### config.mk
export PLATFORM = sky130hd
export DESIGN_NAME = midi_clock_step_sequencer_top_flat
export DESIGN_NICKNAME = d
export VERILOG_FILES = /design/src/design/mcss_pkg.sv /design/src/design/mcss_if.sv /design/src/design/midi_clock_step_sequencer_top.sv /design/src/design/mcss_divider.sv /design/src/flat_wrapper.sv
export SDC_FILE = /design/constraint.sdc
export NUM_CORES = 1
export LEC_CHECK = 0
export BUFFER_PORTS_ARGS = -buffer_cell sky130_fd_sc_hd__buf_2
export CAP_MARGIN = 20
export CELL_PAD_IN_SITES_DETAIL_PLACEMENT = 1
export CELL_PAD_IN_SITES_GLOBAL_PLACEMENT = 1
export CORE_ASPECT_RATIO = 0.6
export CORE_MARGIN = 2
export CORE_UTILIZATION = 45
export CTS_CLUSTER_DIAMETER = 150
export DETAILED_ROUTE_END_ITERATION = 10
export GPL_TIMING_DRIVEN = 1
export HOLD_SLACK_MARGIN = 0.12
export PLACE_DENSITY = 0.89
export SYNTH_ARGS = -nofsm -noshare
export SYNTH_HDL_FRONTEND = slang
export SYNTH_HIERARCHICAL = 1
export SYNTH_SLANG_ARGS = --single-unit
### constraint.sdc
create_clock -name clk -period 6.3 [get_ports clk]
set_input_delay 0.315 -clock clk [delete_from_list [all_inputs] [get_ports clk]]
set_output_delay 0.315 -clock clk [all_outputs]
set_load 0.02 [all_outputs]
### src/design/mcss_pkg.sv
// Shared types, constants and a helper function of the MIDI clock step sequencer.
package mcss_pkg;

  // Sequencer geometry
  localparam int STEP_COUNT         = 8;
  localparam int PULSES_PER_QUARTER = 24;
  localparam int KEY_TABLE_SIZE     = 8;
  localparam int KEY_ENTRIES        = (STEP_COUNT < KEY_TABLE_SIZE) ? STEP_COUNT : KEY_TABLE_SIZE;

  // Field widths
  localparam int STEP_W      = $clog2(STEP_COUNT + 1);
  localparam int TICK_W      = $clog2(PULSES_PER_QUARTER + 1);
  localparam int NOTE_W      = 7;
  localparam int CHAN_W      = 5;
  localparam int TABLE_W     = NOTE_W * KEY_TABLE_SIZE;
  localparam int CFG_IDX_W   = 2;
  localparam int PW_W        = 10;
  localparam int DIV_IDX_W   = 3;
  localparam int OUT_STEP_W  = 4;

  // Shared divide unit geometry: dividend sized for cc_value * 1000, divisor sized for 127
  localparam int DIVIDEND_W  = 17;
  localparam int DIVISOR_W   = 7;

  // Controller scaling
  localparam int CC_FULL_SCALE  = 127;
  localparam int PW_FULL_SCALE  = 1000;
  localparam int DIV_STEPS      = 7;
  localparam int DIV_IDX_MAX    = 6;

  // Clock ticks per step for each division setting (1, 2, 3, 4, 6, 8, 12)
  localparam logic [TICK_W-1:0] PERIOD_TABLE [DIV_STEPS] = '{
    TICK_W'(PULSES_PER_QUARTER / 1),
    TICK_W'(PULSES_PER_QUARTER / 2),
    TICK_W'(PULSES_PER_QUARTER / 3),
    TICK_W'(PULSES_PER_QUARTER / 4),
    TICK_W'(PULSES_PER_QUARTER / 6),
    TICK_W'(PULSES_PER_QUARTER / 8),
    TICK_W'(PULSES_PER_QUARTER / 12)
  };

  typedef enum logic [2:0] {
    CMD_CLOCK    = 3'd0,
    CMD_START    = 3'd1,
    CMD_STOP     = 3'd2,
    CMD_CONTINUE = 3'd3,
    CMD_NOTE_ON  = 3'd4,
    CMD_MODE     = 3'd5,
    CMD_SYNC     = 3'd6,
    CMD_CONTROL  = 3'd7
  } cmd_t;

  typedef enum logic [1:0] {
    MODE_UNKNOWN  = 2'd0,
    MODE_CLOCK    = 2'd1,
    MODE_KEYBOARD = 2'd2
  } mode_t;

  typedef enum logic [1:0] {
    LED_UNCHANGED = 2'd0,
    LED_GREEN     = 2'd1,
    LED_OFF       = 2'd2
  } led_t;

  localparam logic [CFG_IDX_W-1:0] CFG_KEYBOARD_CHANNEL = 2'd0;
  localparam logic [CFG_IDX_W-1:0] CFG_STEP_KEY_TABLE   = 2'd1;

  localparam logic [NOTE_W-1:0] CC_PULSE_WIDTH = 7'd82;
  localparam logic [NOTE_W-1:0] CC_DIVISION    = 7'd83;

  typedef enum logic [1:0] {
    S_IDLE,
    S_EXEC,
    S_DIV,
    S_EMIT
  } state_t;

  // Divider request and response; fold selects the shortcut for a divisor of 2^7 - 1
  typedef struct packed {
    logic                  start;
    logic                  fold;
    logic [DIVIDEND_W-1:0] dividend;
    logic [DIVISOR_W-1:0]  divisor;
  } div_req_t;

  typedef struct packed {
    logic                  done;
    logic [DIVIDEND_W-1:0] quotient;
    logic [DIVISOR_W-1:0]  remainder;
  } div_rsp_t;

  // Advance pulses needed to go from step 'from' to the step before 'to'
  function automatic logic [STEP_W-1:0] steps_needed(input logic [STEP_W-1:0] from,
                                                     input logic [STEP_W-1:0] to);
    logic [STEP_W:0] d;
    if (from == '0 || from == to) begin
      d = (STEP_W+1)'(STEP_COUNT - 1);
    end else if (to < from) begin
      d = (STEP_W+1)'(STEP_COUNT) + {1'b0, to} - {1'b0, from} - (STEP_W+1)'(1);
    end else begin
      d = {1'b0, to} - {1'b0, from} - (STEP_W+1)'(1);
    end
    return d[STEP_W-1:0];
  endfunction

endpackage

### src/design/mcss_if.sv
// Channel interfaces: event input, result output and configuration writes.
interface mcss_item_if;
  import mcss_pkg::*;
  logic              valid;
  logic              ready;
  logic [2:0]        cmd;
  logic [CHAN_W-1:0] channel;
  logic [NOTE_W-1:0] note;
  logic [NOTE_W-1:0] velocity;
  logic [NOTE_W-1:0] cc_number;
  logic [NOTE_W-1:0] cc_value;
  logic              switch_level;

  modport source (output valid, cmd, channel, note, velocity, cc_number, cc_value,
                  switch_level, input ready);
  modport sink   (input valid, cmd, channel, note, velocity, cc_number, cc_value,
                  switch_level, output ready);
endinterface

interface mcss_result_if;
  import mcss_pkg::*;
  logic                  valid;
  logic                  ready;
  logic [3:0]            advance_pulses;
  logic [PW_W-1:0]       pulse_width;
  logic [OUT_STEP_W-1:0] current_step;
  logic [1:0]            led_command;
  logic                  duty_write;
  logic [7:0]            duty_value;

  modport source (output valid, advance_pulses, pulse_width, current_step, led_command,
                  duty_write, duty_value, input ready);
  modport sink   (input valid, advance_pulses, pulse_width, current_step, led_command,
                  duty_write, duty_value, output ready);
endinterface

interface mcss_cfg_if;
  import mcss_pkg::*;
  logic                 valid;
  logic                 ready;
  logic [CFG_IDX_W-1:0] index;
  logic [TABLE_W-1:0]   data;

  modport source (output valid, index, data, input ready);
  modport sink   (input valid, index, data, output ready);
endinterface

### src/design/midi_clock_step_sequencer_top.sv
// An event goes through EXEC, DIV for a clock tick while following outside keyboard mode
// and for the width and division controllers, EMIT and the output register. DIV takes up to
// 3 divide unit steps for a controller, one per period subtracted for a tick (0 or 1, up to 12
// after a division change). Events are taken only in IDLE; a stalled result holds EMIT.
// Reset (rst, synchronous): mode unknown, not following, step 0, tick 0, division 1,
// pulse width 0, keyboard channel 1, key table cleared; not ready while rst is high.
module midi_clock_step_sequencer_top
  import mcss_pkg::*;
(
  input logic           clk,
  input logic           rst,
  mcss_item_if.sink     item,
  mcss_result_if.source result,
  mcss_cfg_if.sink      cfg
);

  state_t state, state_next;

  // Configuration registers
  logic [CHAN_W-1:0]    keyboard_channel;
  logic [TABLE_W-1:0]   step_key_table;

  // Sequencer state
  mode_t                mode;
  logic                 following_clock;
  logic [TICK_W-1:0]    tick_count;
  logic [STEP_W-1:0]    step_position;
  logic [DIV_IDX_W-1:0] division_index;
  logic [PW_W-1:0]      pulse_width_ticks;

  // Latched event
  cmd_t                 cmd_q;
  logic [CHAN_W-1:0]    channel_q;
  logic [NOTE_W-1:0]    note_q;
  logic [NOTE_W-1:0]    velocity_q;
  logic [NOTE_W-1:0]    cc_number_q;
  logic [NOTE_W-1:0]    cc_value_q;
  logic                 level_q;

  // Pending result
  logic [STEP_W-1:0]    res_pulses;
  led_t                 res_led;
  logic                 res_duty_write;
  logic [7:0]           res_duty_value;

  // Output register
  logic                  out_valid;
  logic [3:0]            out_pulses;
  logic [PW_W-1:0]       out_pw;
  logic [OUT_STEP_W-1:0] out_step;
  led_t                  out_led;
  logic                  out_duty_write;
  logic [7:0]            out_duty_value;

  div_req_t div_req;
  div_rsp_t div_rsp;

  logic item_fire;
  logic out_free;
  logic keyboard_mode;
  logic need_div;
  logic [STEP_W-1:0] key_target;
  mode_t wanted_mode;

  assign item_fire     = item.valid && item.ready;
  assign out_free      = !out_valid || result.ready;
  assign keyboard_mode = (mode == MODE_KEYBOARD);
  assign wanted_mode   = level_q ? MODE_CLOCK : MODE_KEYBOARD;

  assign need_div = ((cmd_q == CMD_CLOCK) && following_clock && !keyboard_mode) ||
                    ((cmd_q == CMD_CONTROL) &&
                     (cc_number_q == CC_PULSE_WIDTH || cc_number_q == CC_DIVISION));

  // Key table search, lowest matching entry wins
  always_comb begin
    key_target = '0;
    for (int i = KEY_ENTRIES - 1; i >= 0; i--) begin
      if (step_key_table[NOTE_W*i +: NOTE_W] == note_q) begin
        key_target = STEP_W'(i + 1);
      end
    end
  end

  // Divider operand selection
  always_comb begin
    div_req.start    = (state == S_EXEC) && need_div;
    div_req.fold     = 1'b0;
    div_req.dividend = DIVIDEND_W'(tick_count);
    div_req.divisor  = DIVISOR_W'(PERIOD_TABLE[division_index]);
    if (cmd_q == CMD_CONTROL) begin
      div_req.fold    = 1'b1;
      div_req.divisor = DIVISOR_W'(CC_FULL_SCALE);
      if (cc_number_q == CC_PULSE_WIDTH) begin
        div_req.dividend = DIVIDEND_W'(cc_value_q) * DIVIDEND_W'(PW_FULL_SCALE);
      end else begin
        div_req.dividend = DIVIDEND_W'(cc_value_q) * DIVIDEND_W'(DIV_STEPS);
      end
    end
  end

  mcss_divider u_divider (
    .clk (clk),
    .rst (rst),
    .req (div_req),
    .rsp (div_rsp)
  );

  // Sequencer state register
  always_ff @(posedge clk) begin
    if (rst) begin
      state <= S_IDLE;
    end else begin
      state <= state_next;
    end
  end

  // Next state
  always_comb begin
    state_next = state;
    item.ready = 1'b0;
    unique case (state)
      S_IDLE: begin
        item.ready = !rst;
        if (item.valid) begin
          state_next = S_EXEC;
        end
      end
      S_EXEC: begin
        state_next = need_div ? S_DIV : S_EMIT;
      end
      S_DIV: begin
        if (div_rsp.done) begin
          state_next = S_EMIT;
        end
      end
      S_EMIT: begin
        if (out_free) begin
          state_next = S_IDLE;
        end
      end
      default: state_next = S_IDLE;
    endcase
  end

  // Configuration writes
  assign cfg.ready = !rst;

  always_ff @(posedge clk) begin
    if (rst) begin
      keyboard_channel <= CHAN_W'(1);
      step_key_table   <= '0;
    end else if (cfg.valid) begin
      unique case (cfg.index)
        CFG_KEYBOARD_CHANNEL: keyboard_channel <= cfg.data[CHAN_W-1:0];
        CFG_STEP_KEY_TABLE:   step_key_table   <= cfg.data;
        default: ;
      endcase
    end
  end

  // Latch the event transaction
  always_ff @(posedge clk) begin
    if (item_fire) begin
      cmd_q       <= cmd_t'(item.cmd);
      channel_q   <= item.channel;
      note_q      <= item.note;
      velocity_q  <= item.velocity;
      cc_number_q <= item.cc_number;
      cc_value_q  <= item.cc_value;
      level_q     <= item.switch_level;
    end
  end

  // Event execution and sequencer state update
  always_ff @(posedge clk) begin
    if (rst) begin
      mode              <= MODE_UNKNOWN;
      following_clock   <= 1'b0;
      tick_count        <= '0;
      step_position     <= '0;
      division_index    <= '0;
      pulse_width_ticks <= '0;
    end else if (state == S_EXEC && !need_div) begin
      res_pulses     <= '0;
      res_led        <= LED_UNCHANGED;
      res_duty_write <= 1'b0;
      res_duty_value <= '0;
      unique case (cmd_q)
        CMD_START: begin
          if (!keyboard_mode) begin
            res_pulses      <= steps_needed(step_position, STEP_W'(1));
            following_clock <= 1'b1;
            tick_count      <= '0;
            step_position   <= '0;
          end
        end
        CMD_STOP:     following_clock <= 1'b0;
        CMD_CONTINUE: following_clock <= 1'b1;
        CMD_NOTE_ON: begin
          if (keyboard_mode && channel_q == keyboard_channel && key_target != '0) begin
            res_duty_write <= 1'b1;
            res_duty_value <= {velocity_q, 1'b0};
            res_pulses     <= steps_needed(step_position, key_target) + STEP_W'(1);
            step_position  <= key_target;
          end
        end
        CMD_MODE: begin
          if (wanted_mode != mode) begin
            mode       <= wanted_mode;
            tick_count <= '0;
            res_pulses <= steps_needed(step_position, STEP_W'(1)) + STEP_W'(1);
            if (wanted_mode == MODE_CLOCK) begin
              step_position <= '0;
            end else begin
              following_clock <= 1'b0;
              step_position   <= STEP_W'(1);
            end
          end
        end
        CMD_SYNC: begin
          if (!level_q) begin
            step_position <= STEP_W'(1);
          end
        end
        default: ;  // idle clock ticks and other controllers
      endcase
    end else if (state == S_DIV && div_rsp.done) begin
      res_pulses     <= '0;
      res_led        <= LED_UNCHANGED;
      res_duty_write <= 1'b0;
      res_duty_value <= '0;
      if (cmd_q == CMD_CLOCK) begin
        // remainder of tick_count by the period, plus one
        tick_count <= TICK_W'(div_rsp.remainder) + TICK_W'(1);
        if (div_rsp.remainder == '0) begin
          step_position <= (step_position == STEP_W'(STEP_COUNT)) ? STEP_W'(1)
                                                                  : step_position + STEP_W'(1);
          res_pulses    <= STEP_W'(1);
          res_led       <= LED_GREEN;
        end else begin
          res_led <= LED_OFF;
        end
      end else if (cc_number_q == CC_PULSE_WIDTH) begin
        pulse_width_ticks <= div_rsp.quotient[PW_W-1:0];
      end else begin
        division_index <= (div_rsp.quotient > DIVIDEND_W'(DIV_IDX_MAX)) ?
                          DIV_IDX_W'(DIV_IDX_MAX) : div_rsp.quotient[DIV_IDX_W-1:0];
      end
    end
  end

  // Output register
  always_ff @(posedge clk) begin
    if (rst) begin
      out_valid <= 1'b0;
    end else if (state == S_EMIT && out_free) begin
      out_valid <= 1'b1;
    end else if (result.ready) begin
      out_valid <= 1'b0;
    end
  end

  always_ff @(posedge clk) begin
    if (state == S_EMIT && out_free) begin
      out_pulses     <= 4'(res_pulses);
      out_pw         <= pulse_width_ticks;
      out_step       <= OUT_STEP_W'(step_position);
      out_led        <= res_led;
      out_duty_write <= res_duty_write;
      out_duty_value <= res_duty_value;
    end
  end

  assign result.valid          = out_valid;
  assign result.advance_pulses = out_pulses;
  assign result.pulse_width    = out_pw;
  assign result.current_step   = out_step;
  assign result.led_command    = out_led;
  assign result.duty_write     = out_duty_write;
  assign result.duty_value     = out_duty_value;

`ifndef NO_ASSERTIONS
  // An accepted event is always executed in the following cycle
  a_accept_exec: assert property (@(posedge clk) disable iff (rst)
    item_fire |=> state == S_EXEC)
    else $error("accepted transaction not executed");

  // The divider only finishes while the sequencer waits for it
  a_div_done: assert property (@(posedge clk) disable iff (rst)
    div_rsp.done |-> state == S_DIV)
    else $error("divider finished outside its wait state");

  // Step position stays within the sequence
  a_step_range: assert property (@(posedge clk) disable iff (rst)
    step_position <= STEP_W'(STEP_COUNT))
    else $error("step position out of range");

  // Tick count never passes one quarter note
  a_tick_range: assert property (@(posedge clk) disable iff (rst)
    tick_count <= TICK_W'(PULSES_PER_QUARTER))
    else $error("tick count out of range");
`endif

endmodule

### src/design/mcss_divider.sv
// Shared iterative divide unit: high-part folding for 127, then compare and subtract.
module mcss_divider
  import mcss_pkg::*;
(
  input  logic     clk,
  input  logic     rst,
  input  div_req_t req,
  output div_rsp_t rsp
);

  logic                  busy;
  logic                  done;
  logic                  fold;
  logic [DIVIDEND_W-1:0] rem;
  logic [DIVIDEND_W-1:0] quo;
  logic [DIVISOR_W-1:0]  dsr;

  // One step per cycle: 128*h + l leaves h + l mod 127, so fold while h is nonzero,
  // then subtract the divisor while it still fits
  logic [DIVIDEND_W-1:0] rem_hi;
  logic [DIVIDEND_W-1:0] rem_lo;
  logic [DIVIDEND_W-1:0] dsr_ext;
  logic                  do_fold;
  logic                  do_sub;

  assign rem_hi  = {{DIVISOR_W{1'b0}}, rem[DIVIDEND_W-1:DIVISOR_W]};
  assign rem_lo  = {{(DIVIDEND_W-DIVISOR_W){1'b0}}, rem[DIVISOR_W-1:0]};
  assign dsr_ext = {{(DIVIDEND_W-DIVISOR_W){1'b0}}, dsr};
  assign do_fold = fold && (rem_hi != '0);
  assign do_sub  = rem >= dsr_ext;

  // Control
  always_ff @(posedge clk) begin
    if (rst) begin
      busy <= 1'b0;
      done <= 1'b0;
    end else begin
      done <= busy && !req.start && !do_fold && !do_sub;
      if (req.start) begin
        busy <= 1'b1;
      end else if (busy && !do_fold && !do_sub) begin
        busy <= 1'b0;
      end
    end
  end

  // Datapath
  always_ff @(posedge clk) begin
    if (req.start) begin
      fold <= req.fold;
      rem  <= req.dividend;
      quo  <= '0;
      dsr  <= req.divisor;
    end else if (busy) begin
      if (do_fold) begin
        rem <= rem_lo + rem_hi;
        quo <= quo + rem_hi;
      end else if (do_sub) begin
        rem <= rem - dsr_ext;
        quo <= quo + DIVIDEND_W'(1);
      end
    end
  end

  assign rsp.done      = done;
  assign rsp.quotient  = quo;
  assign rsp.remainder = rem[DIVISOR_W-1:0];

endmodule
### src/flat_wrapper.sv
// flat-port wrapper written by rule: the top's interface ports become plain ports
module midi_clock_step_sequencer_top_flat import mcss_pkg::*;
  (clk, rst, item_valid, item_cmd, item_channel, item_note, item_velocity, item_cc_number, item_cc_value, item_switch_level, item_ready, result_valid, result_advance_pulses, result_pulse_width, result_current_step, result_led_command, result_duty_write, result_duty_value, result_ready, cfg_valid, cfg_index, cfg_data, cfg_ready);
  mcss_item_if item_i ();
  mcss_result_if result_i ();
  mcss_cfg_if cfg_i ();
  input logic clk;
  input logic rst;
  input wire logic [$bits(item_i.valid)-1:0] item_valid;
  input wire logic [$bits(item_i.cmd)-1:0] item_cmd;
  input wire logic [$bits(item_i.channel)-1:0] item_channel;
  input wire logic [$bits(item_i.note)-1:0] item_note;
  input wire logic [$bits(item_i.velocity)-1:0] item_velocity;
  input wire logic [$bits(item_i.cc_number)-1:0] item_cc_number;
  input wire logic [$bits(item_i.cc_value)-1:0] item_cc_value;
  input wire logic [$bits(item_i.switch_level)-1:0] item_switch_level;
  output wire logic [$bits(item_i.ready)-1:0] item_ready;
  output wire logic [$bits(result_i.valid)-1:0] result_valid;
  output wire logic [$bits(result_i.advance_pulses)-1:0] result_advance_pulses;
  output wire logic [$bits(result_i.pulse_width)-1:0] result_pulse_width;
  output wire logic [$bits(result_i.current_step)-1:0] result_current_step;
  output wire logic [$bits(result_i.led_command)-1:0] result_led_command;
  output wire logic [$bits(result_i.duty_write)-1:0] result_duty_write;
  output wire logic [$bits(result_i.duty_value)-1:0] result_duty_value;
  input wire logic [$bits(result_i.ready)-1:0] result_ready;
  input wire logic [$bits(cfg_i.valid)-1:0] cfg_valid;
  input wire logic [$bits(cfg_i.index)-1:0] cfg_index;
  input wire logic [$bits(cfg_i.data)-1:0] cfg_data;
  output wire logic [$bits(cfg_i.ready)-1:0] cfg_ready;
  assign item_i.valid = item_valid;
  assign item_i.cmd = item_cmd;
  assign item_i.channel = item_channel;
  assign item_i.note = item_note;
  assign item_i.velocity = item_velocity;
  assign item_i.cc_number = item_cc_number;
  assign item_i.cc_value = item_cc_value;
  assign item_i.switch_level = item_switch_level;
  assign item_ready = item_i.ready;
  assign result_valid = result_i.valid;
  assign result_advance_pulses = result_i.advance_pulses;
  assign result_pulse_width = result_i.pulse_width;
  assign result_current_step = result_i.current_step;
  assign result_led_command = result_i.led_command;
  assign result_duty_write = result_i.duty_write;
  assign result_duty_value = result_i.duty_value;
  assign result_i.ready = result_ready;
  assign cfg_i.valid = cfg_valid;
  assign cfg_i.index = cfg_index;
  assign cfg_i.data = cfg_data;
  assign cfg_ready = cfg_i.ready;
  midi_clock_step_sequencer_top u_core (.clk(clk), .rst(rst), .item(item_i), .result(result_i), .cfg(cfg_i));
endmodule
# Word level (Yosys, flattened, before mapping)
# Memories as Yosys holds them, arrays and structs flattened.
# Index checks and enable logic that the tools add are counted.
# word_totals
ff_bits	214
latchBits	0
mem_bits_ro	40
mem_count	1
ram_bits	0
out_inout_bits	32
# op_classes
n_bitwise	5
n_addsub	17
magnitude_cmp	5
n_div	0
muxes	82
n_mul	2
eq_ne	40
n_reduce_logical	56
shifts	0
# mem_list
name	depth	width	read_ports	rd_clocked_by_memory_dff	write_ports	line_no	text
(no name shown)	8	5	1	0	0	midi_clock_step_sequencer_top.sv:89	div_req.divisor = DIVISOR_W'(PERIOD_TABLE[division_index]);
# ops
op	n
$mux 4	35
$mux 17	7
$eq 7x7->1	8
$mux 5	7
$mux 8	4
$mux 25	1
$add 17x1->17 const B	1
$add 17x10->17	1
$ge 17x7->1	1
$gt 17x3->1 const B	1
$reduce_bool 17->1	1
$sub 17x7->17	1
$logic_and 1x1->1	16
$pmux 4 s4	1
$sub 4x1->4 const B	4
$mux 1	15
$ne 3x3->1 const B	5
$eq 7x7->1 const B	2
$mul 7x7->14 const B	1
$mux 2	7
$reduce_bool 2->1	7
$add 4x1->4 const B	3
$eq 3x3->1 const B	4
$pmux 4 s3	1
41 further kinds	73

# Longest topological paths before layout
# Gate-level depths: netlist of the first run.
# logic_depth
depth_word	22
depth_mapped	17
depth_no_buf	16

# Modules after synthesis
# The synthesis of the first run kept the hierarchy.
# by_module_without_submodules
module	area_per_inst_um2	n_inst	cells_each	seq_area_each_um2
midi_clock_step_sequencer_top	9213.8	1	931	4154.0
mcss_divider	3230.6	1	358	1131.1

# Worst setup path after synthesis of the first run
# No wires, ideal clock.
# synth_timing
kind	register -> register
from	register u_core.cc_value_q[0]
to	register u_core.u_divider.rem[15] (data pin)
setup_ns	0.256
setup_slack_ns	1.920
path_stages_with_launch	15
n_path_buf	0
t_arrival_ns	4.124
path_cell_list	edfxtp_1 -> fa_1 -> inv_1 -> fa_1 -> fa_1 -> inv_1 -> fa_1 -> ha_1 -> o21a_1 -> a2111oi_0 -> or3_1 -> o21ai_0 -> xnor2_1 -> nor2_1 -> a22o_1
# synth_lines
element	line_no	text
from (decl)	midi_clock_step_sequencer_top.sv:37	logic [NOTE_W-1:0] cc_value_q;
from (signal assigned)	midi_clock_step_sequencer_top.sv:169	cc_value_q <= item.cc_value;
to (signal assigned)	mcss_divider.sv:51	rem <= req.dividend;
to (signal assigned)	mcss_divider.sv:56	rem <= rem_lo + rem_hi;
to (signal assigned)	mcss_divider.sv:59	rem <= rem - dsr_ext;
to (decl)	mcss_divider.sv:14	logic [DIVIDEND_W-1:0] rem;

==> impl_metrics.csv, run 1 <==
group,metric,value,unit
outcome,status,"finished, final reports clean",
clocking,cts_root_buf,"clkbuf_16",
final_layout,finish.instance_area,15000,um^2
worst_setup_path,r2r_start,"u_core/cc_value_q[0]",
floorplanning,die_area,29000,um^2
floorplanning,initial_core_util,45.4,%
synth,async_flop_share,0,%
timing,min_period,4.79,ns
final_layout,utilization,54.6,%
pwr,power,4.75,mW
synth,syn_avg_cell_area,9.65,um^2
place,dp_hpwl,26300,um
final_layout,fillers,3132,
final_layout,fin_cells,1864,
timing,setup_tns,0,ns
clocking,clk_latency,0.52,ns
global_routing,grt_util_all_layers,27.9,%
clocking,cts_buffers,22,
place,dpl_cell_area,13300,um^2
job,max_cap_viol_count,0,
place,portBuffers,130,
clocking,ctsResizeCount,0,
route,drtIter0Drc,727,
synth,syn_area,12400,um^2
route,antenna_left,0,
worst_setup_path,crit_type,"register to register",
timing,setup_viol,0,
timing,final.setup.worst_slack,1.51,ns
global_routing,grt_pass1_wl,62800,um
timing,skew,0.0122,ns
pwr,vdd_ir_drop_max,0.220,mV
worst_setup_path,cp-startpoint,"u_core/cc_value_q[0]",
route,wl_per_cell,21.7,um
pwr,power_frac_clock,28.9,%
global_routing,antenna_found_initial,1,
global_routing,grt_max_degree,74,
floorplanning,ios,132,
clocking,hold_buffers,93,
final_layout,fin_nets,1687,
worst_setup_path,required,6.57,ns
timing,relSlewSlack,26.9,%
clocking,htreeDepth,1,
synth,synth_seq_cells,212,
worst_setup_path,cp-endpoint,"u_core/u_divider/rem[15]",
place,dpl_worst_slack,1.56,ns
timing,hold_ws,0.149,ns
worst_hold_path,holdCritPathClass,"primary input to register",
clocking,tritoncts,"built",
place,place_inst,1730,
timing,fin_crit_sh,76.1,%
worst_setup_path,ff2ff_path_depth,14,
synth,yosysWarningCount,6,
final_layout,areaGrowthSynthToFinish,20.3,%
synth,seq_area_frac_synth,42.5,%
synth,synth.net_count,1496,
timing,timing.fmax,209,MHz
pwr,p_leak,5.89,nW
route,drc,0,
timing,rsz0062_at_grt,"no",
clocking,clock_path_buffers,3,
pwr,combPwrFrac,35.3,%
synth,synth_edf_count,104,
worst_setup_path,crit_path_start_kind,"register",
route,drt-total-wl,40400,um
timing,drv_slew,0,
timing,finalHoldViolCount,0,
final_layout,layout_common_cells,"177 x nand2_1, 129 x buf_2, 117 x a21oi_1",
floorplanning,core,27400,um^2
pwr,power_frac_seq,35.9,%
place,routabilityCongestion,0.923,
final_layout,layout_commonest_cell,"nand2_1",
floorplanning,rows,47,
pwr,intPower,3.05,mW
pwr,swShare,35.8,%
clocking,path_clk_slew,0.07,ns
pwr,powerDensity,318,nW/um^2
worst_setup_path,critPathMaxFanout,6,
route,via_per_inst,5.67,
synth,synth_flop_cell,"dfxtp_1",
clocking,cts_sinks,212,
global_routing,first_global_vias,11200,
synth,syn_inst,1289,
global_routing,grt-ovfl-total,0,
worst_setup_path,worstReg2RegEnd,"u_core/u_divider/rem[15]",
worst_setup_path,end_kind,"register",
pwr,switchingPower,1.70,mW
synth,ys_types,84,
final_layout,layout-drive-gt1-share,14.2,%
route,vias,10600,
route,first_pass_iters,5,
floorplanning,dieHeight,133,um
worst_setup_path,worstPathArrival,5.07,ns
timing,tightest_slew,1.10,ns
clocking,cts_setup_buffers,0,
floorplanning,die_w,219,um
worst_setup_path,rrSetupSlack,1.51,ns
[cell families (layout without fill, tap and decap cells)]
logic type	count (synthesis)	count (layout)	share of synthesized area, %
simple gates	444	444	17.4
compound gates	253	253	12.7
flops	212	212	42.5
buf+inv	134	341	4.91
fa+ha+maj	107	107	12.4
xor+xnor	107	107	7.59
mux	31	31	2.59
other cells	1	2	0.0301
[power groups by stage]
stage / Combinational, mW / Sequential (mW) / Clock, mW
after global placement: 1.46 / 1.72 / 0
after detailed placement: 1.57 / 1.73 / 0
after floorplan: 1.17 / 1.69 / 0
after global routing: 1.86 / 1.72 / 1.45
final: 1.68 / 1.71 / 1.37
after CTS: 1.64 / 1.70 / 1.38
[synthesized netlist by cell type (21+ instances only)]
cell / instances / area, um^2
a21oi_1: 117 / 586
clkbuf_1: 37 / 139
dfxtp_1: 108 / 2160
edfxtp_1: 104 / 3120
fa_1: 27 / 541
ha_1: 80 / 1000
inv_1: 69 / 259
mux2i_1: 24 / 240
nand2_1: 177 / 664
nand3_1: 21 / 105
nor2_1: 102 / 383
o21ai_0: 41 / 205
xnor2_1: 51 / 447
xor2_1: 55 / 482
[layout make-up]
class	instances	area (um^2)	area share (%)
Antenna cell	1	2.50	0.0167
Clock buffer	29	649	4.34
Tap cell	367	459	3.07
Inverter	70	263	1.76
Timing Repair Buffer	231	1640	11.0
Clock inverter	11	97.6	0.652
Sequential cell	212	5290	35.3
Multi-Input combinational cell	943	6570	43.9
[critical path, stage by stage, from the launching register on]
cell and delay [ns]:
edfxtp_1 0.53, fa_1 0.66, inv_1 0.10, fa_1 0.50, fa_1 0.53, inv_1 0.06
fa_1 0.46, ha_1 0.35, o21a_1 0.21, a2111oi_0 0.39, or3_1 0.21, o21ai_0 0.13
xnor2_1 0.16, nor2_1 0.06, a22o_1 0.22
[flip-flops by register name, indices dropped and copies added, names as in the netlist, 7 cells and up]
name	cells
u_core/res_duty_value	7
u_core/u_divider/rem	17
u_core/cc_number_q	7
u_core/pulse_width_ticks	10
u_core/result.pulse_width	10
u_core/result.duty_value	7
u_core/note_q	7
u_core/velocity_q	7
u_core/step_key_table	56
u_core/u_divider/quo	17
u_core/u_divider/dsr	7
u_core/cc_value_q	7
[routing by layer]
metal | share of wire, % | wire length [um] | GRT usage (%)
met2 | 46 | 18800 | 45.8
met5 | 0 | 0 | 0
met1 | 44 | 17800 | 37.2
met4 | 3.3 | 1350 | 9.16
met3 | 6.0 | 2430 | 4.99
[worst min-delay path by stage]
stage	start	end	slack, ns	depth (start not counted)
global route	rst	u_core/pulse_width_ticks[2]	0.14	2
floorplan	rst	u_core/u_divider/busy	0.39	1
CTS	rst	u_core/pulse_width_ticks[4]	0.13	2
global placement	u_core/res_duty_value[7]	u_core/result.duty_value[7]	0.40	0
detailed placement	u_core/res_duty_value[6]	u_core/result.duty_value[6]	0.41	0
finish	rst	u_core/pulse_width_ticks[4]	0.15	2
No activity file was read; power rests on OpenSTA's default activity.
==> run 2, diff against run 1 <==
--- a/config.mk
+++ b/config.mk
@@ -5,18 +5,19 @@
 export SDC_FILE = /design/constraint.sdc
 export NUM_CORES = 1
 export LEC_CHECK = 0
+export ABC_AREA = 1
 export BUFFER_PORTS_ARGS = -buffer_cell sky130_fd_sc_hd__buf_2
 export CAP_MARGIN = 20
 export CELL_PAD_IN_SITES_DETAIL_PLACEMENT = 1
 export CELL_PAD_IN_SITES_GLOBAL_PLACEMENT = 1
 export CORE_ASPECT_RATIO = 0.6
 export CORE_MARGIN = 2
-export CORE_UTILIZATION = 45
+export CORE_UTILIZATION = 41
 export CTS_CLUSTER_DIAMETER = 150
 export DETAILED_ROUTE_END_ITERATION = 10
 export GPL_TIMING_DRIVEN = 1
 export HOLD_SLACK_MARGIN = 0.12
-export PLACE_DENSITY = 0.89
+export PLACE_DENSITY = 0.88
 export SYNTH_ARGS = -nofsm -noshare
 export SYNTH_HDL_FRONTEND = slang
 export SYNTH_HIERARCHICAL = 1
==> constraint.sdc (replaced) <==
create_clock -name clk -period 3.9 [get_ports clk]
set_input_delay 0.195 -clock clk [delete_from_list [all_inputs] [get_ports clk]]
set_output_delay 0.195 -clock clk [all_outputs]
set_load 0.02 [all_outputs]
==> run 2 against run 1 <==
The run now ends with negative setup slack left; critical path type unchanged; via count increased by 29%; clock skew increased by 0.037 ns; clock power increased by 80%; worst hold slack improved by 0.092 ns; first-iteration DRC count increased by 78%; die area increased by 17%; cell area increased by 13%; power increased by 96%; non-clock buffer count increased by 70; sequential power increased by 64%; global-route usage increased by 2.2 points.
==> impl_metrics.csv, run 2 <==
group,metric,value,unit
timing,relSlewSlack,24.8,%
synth,netlist_top_cells_area,"edfxtp_1 23%, dfxtp_1 16%, nand2_1 10%",
timing,setup_viol,7,
route,vias,13600,
timing,drv_slew,0,
route,first_pass_iters,6,
synth,seq_area_frac_synth,39.7,%
job,max_cap_viol_count,0,
pwr,swShare,39.5,%
clocking,clock_path_buffers,3,
route,drtIter0Drc,1297,
timing,fin_crit_sh,111,%
worst_setup_path,cp_common_cell,"nand2_1",
route,drc,0,
final_layout,fin_nets,2159,
pwr,vdd_ir_drop_max,0.366,mV
place,portBuffers,130,
timing,tightest_slew,1.13,ns
outcome,status,"finished with violations",
synth,synth_flop_cell,"dfxtp_1",
synth,async_flop_share,0,%
worst_setup_path,crit_type,"register to register",
route,antenna_left,0,
timing,finalHoldViolCount,0,
final_layout,top_register,"u_core/step_key_table",
final_layout,areaGrowthSynthToFinish,26.7,%
global_routing,first_global_vias,14000,
synth,synth_seq_cells,212,
synth,yosysWarningCount,6,
floorplanning,die_area,34000,um^2
route,via_per_inst,5.68,
pwr,intPower,5.65,mW
route,wl_per_cell,22.5,um
floorplanning,dieHeight,144,um
clocking,cts_root_buf,"clkbuf_16",
clocking,tritoncts,"built",
place,dpl_cell_area,14600,um^2
worst_setup_path,required,4.29,ns
synth,ys_types,56,
clocking,clk_latency,0.58,ns
floorplanning,core,32200,um^2
global_routing,grt-ovfl-total,0,
pwr,power_frac_seq,30.1,%
pwr,p_leak,7.55,nW
worst_setup_path,cp_cell_sequence,"fa_1 -> inv_1 -> fa_1 -> fa_1 -> inv_1 -> fa_2 -> ha_4 -> inv_2 -> nor3_2 -> a21oi_2 -> or2_1 -> a21oi_2 -> nand2_1 -> nand2_1 -> nand2_1 -> nand2_1 -> o21ai_1 -> a21oi_1 -> nand2_1 -> o21ai_1",
final_layout,diodes,0,
synth,synth_edf_count,104,
floorplanning,rows,51,
timing,min_period,4.33,ns
final_layout,layout-drive-gt1-share,19.2,%
worst_hold_path,holdCritPathClass,"primary input to register",
worst_setup_path,path_delay_family,"adder cells",
place,dpl_worst_slack,-0.444,ns
pwr,power_frac_clock,26.4,%
worst_hold_path,min_path_cells,5,
final_layout,largest_register_ffs,56,
place,routabilityCongestion,0.959,
synth,synth_top_area_share,23.5,%
outcome,violations,"negative setup slack",
clocking,cts_buffers,24,
floorplanning,initial_core_util,41.4,%
place,dp_hpwl,32300,um
global_routing,grt_max_degree,78,
worst_setup_path,cp_num_buf_inv,3,
timing,rsz0062_at_grt,"yes",
final_layout,layout_common_cells,"365 x nand2_1, 213 x nor2_1, 201 x inv_1",
worst_setup_path,worstPathArrival,4.73,ns
worst_setup_path,slowest_stage,"fa_1",
synth,syn_inst,1678,
synth,synth.net_count,1885,
worst_setup_path,cp.depth,20,
worst_setup_path,ff2ff_path_depth,20,
pwr,powerDensity,554,nW/um^2
synth,syn_avg_cell_area,7.93,um^2
timing,timing.fmax,231,MHz
worst_setup_path,end_kind,"register",
final_layout,utilization,52.4,%
timing,final.setup.worst_slack,-0.430,ns
clocking,htreeDepth,1,
synth,syn_area,13300,um^2
synth,yosysMostFrequentCell,"nand2_1",
timing,hold_ws,0.240,ns
final_layout,layout_commonest_cell,"nand2_1",
global_routing,grt_util_all_layers,30.0,%
pwr,switchingPower,3.69,mW
route,drt-total-wl,54000,um
floorplanning,ios,132,
synth,synth_commonest_cells,"368 x nand2_1, 217 x nor2_1, 205 x inv_1",
worst_setup_path,critical_path.max_stage_delay,0.56,ns
final_layout,reg_top3,"u_core/step_key_table (56), u_core/u_divider/quo (17), u_core/u_divider/rem (17)",
global_routing,antenna_found_initial,0,
clocking,path_clk_slew,0.08,ns
worst_setup_path,critPathMaxFanout,4,
global_routing,grt_pass1_wl,79100,um
floorplanning,die_w,237,um
pwr,combPwrFrac,43.5,%
worst_setup_path,crit_path_start_kind,"register",
synth,netlist.top_cell.by_area,"edfxtp_1",
timing,skew,0.0487,ns
clocking,cts_sinks,212,
final_layout,finish.instance_area,16900,um^2
run 2: cell count changes in the layout (fill, tap and decap cells not counted), moves of 17 or more:
cell / previous run / this run
nor2_1: 102 / 213
buf_4: 9 / 63
xor2_1: 55 / 32
o21ai_0: 41 / 112
nand2_2: 0 / 22
nand2_1: 177 / 365
xnor2_1: 51 / 31
nor2b_1: 17 / 0
inv_1: 69 / 201
and2_1: 19 / 1
nand3_1: 21 / 64
a21oi_1: 117 / 80
inv_2: 1 / 20
mux2i_1: 24 / 0
run 2: area by class of cell:
class                      count  area [um^2]
clock buffer                  32          682
multi-input combinational   1187         7110
tap                          424          531
inverter                     226          861
sequential                   212         5290
fill                        3866        15300
timing repair buffer         301         2250
clock inverter                12          146
run 2: power groups by stage:
stage / Combinational, mW / Sequential (mW) / Clock [mW]
6_report: 4.06 / 2.81 / 2.46
3_3_place_gp: 2.99 / 2.84 / 0
3_5_place_dp: 3.11 / 2.85 / 0
2_1_floorplan: 2.03 / 2.81 / 0
4_1_cts: 3.52 / 2.81 / 2.42
5_1_grt: 4.43 / 2.83 / 2.57
run 2: layer usage:
| metal | part of all wire [%] | track usage, % |
|---|---|---|
| met3 | 9.3 | 7.40 |
| met1 | 40 | 37.6 |
| met2 | 45 | 49.5 |
| met5 | 0 | 0 |
| met4 | 5.4 | 13.2 |
run 2: final timing paths:
path | start | end | slack [ns]
setup reg to reg | u_core/cc_value_q[2] | u_core/u_divider/rem[16] | -0.43
hold reg to reg | u_core/res_duty_value[2] | u_core/result.duty_value[2] | 0.42
hold / removal | cfg_index[0] | u_core/keyboard_channel[3] | 0.24
setup / recovery | u_core/cc_value_q[2] | u_core/u_divider/rem[16] | -0.43
run 2: kinds of logic (layout without fill, tap and decap cells):
group	Yosys count	count (layout)	share of synthesized area (%)
simple gates	751	751	24.3
buf+inv	279	571	8.91
compound gates	261	261	11.0
flops	212	212	39.7
fa+ha+maj	107	107	11.6
xor+xnor	67	67	4.47
other cells	1	1	0.0282
run 2: timing repair:
action                                 CTS  global route
hold buffers                            99             0
resized for setup                       15            35
setup endpoints to repair                8            11
pin swaps                                5            12
endpoints found under the hold margin  107             0
setup buffers                            4            20
run 2: worst register-to-register path: stages (launching register included):
cell      delay, ns
edfxtp_1       0.50
fa_1           0.56
inv_1          0.06
fa_1           0.50
fa_1           0.41
inv_1          0.08
fa_2           0.45
ha_4           0.31
inv_2          0.04
nor3_2         0.12
a21oi_2        0.09
or2_1          0.25
a21oi_2        0.17
nand2_1        0.08
nand2_1        0.06
nand2_1        0.05
nand2_1        0.08
o21ai_1        0.06
a21oi_1        0.17
nand2_1        0.06
o21ai_1        0.09
run 2: stage by stage:
step	setup TNS [ns]	instances	power [mW]
finish	-1.62	2394	9.34
global route	-3.24	2394	9.82
CTS	-1.53	2373	8.75
detailed placement	-1.84	2226	5.97
global placement	-1.05	2226	5.83
floorplan	-0.401	1678	4.83
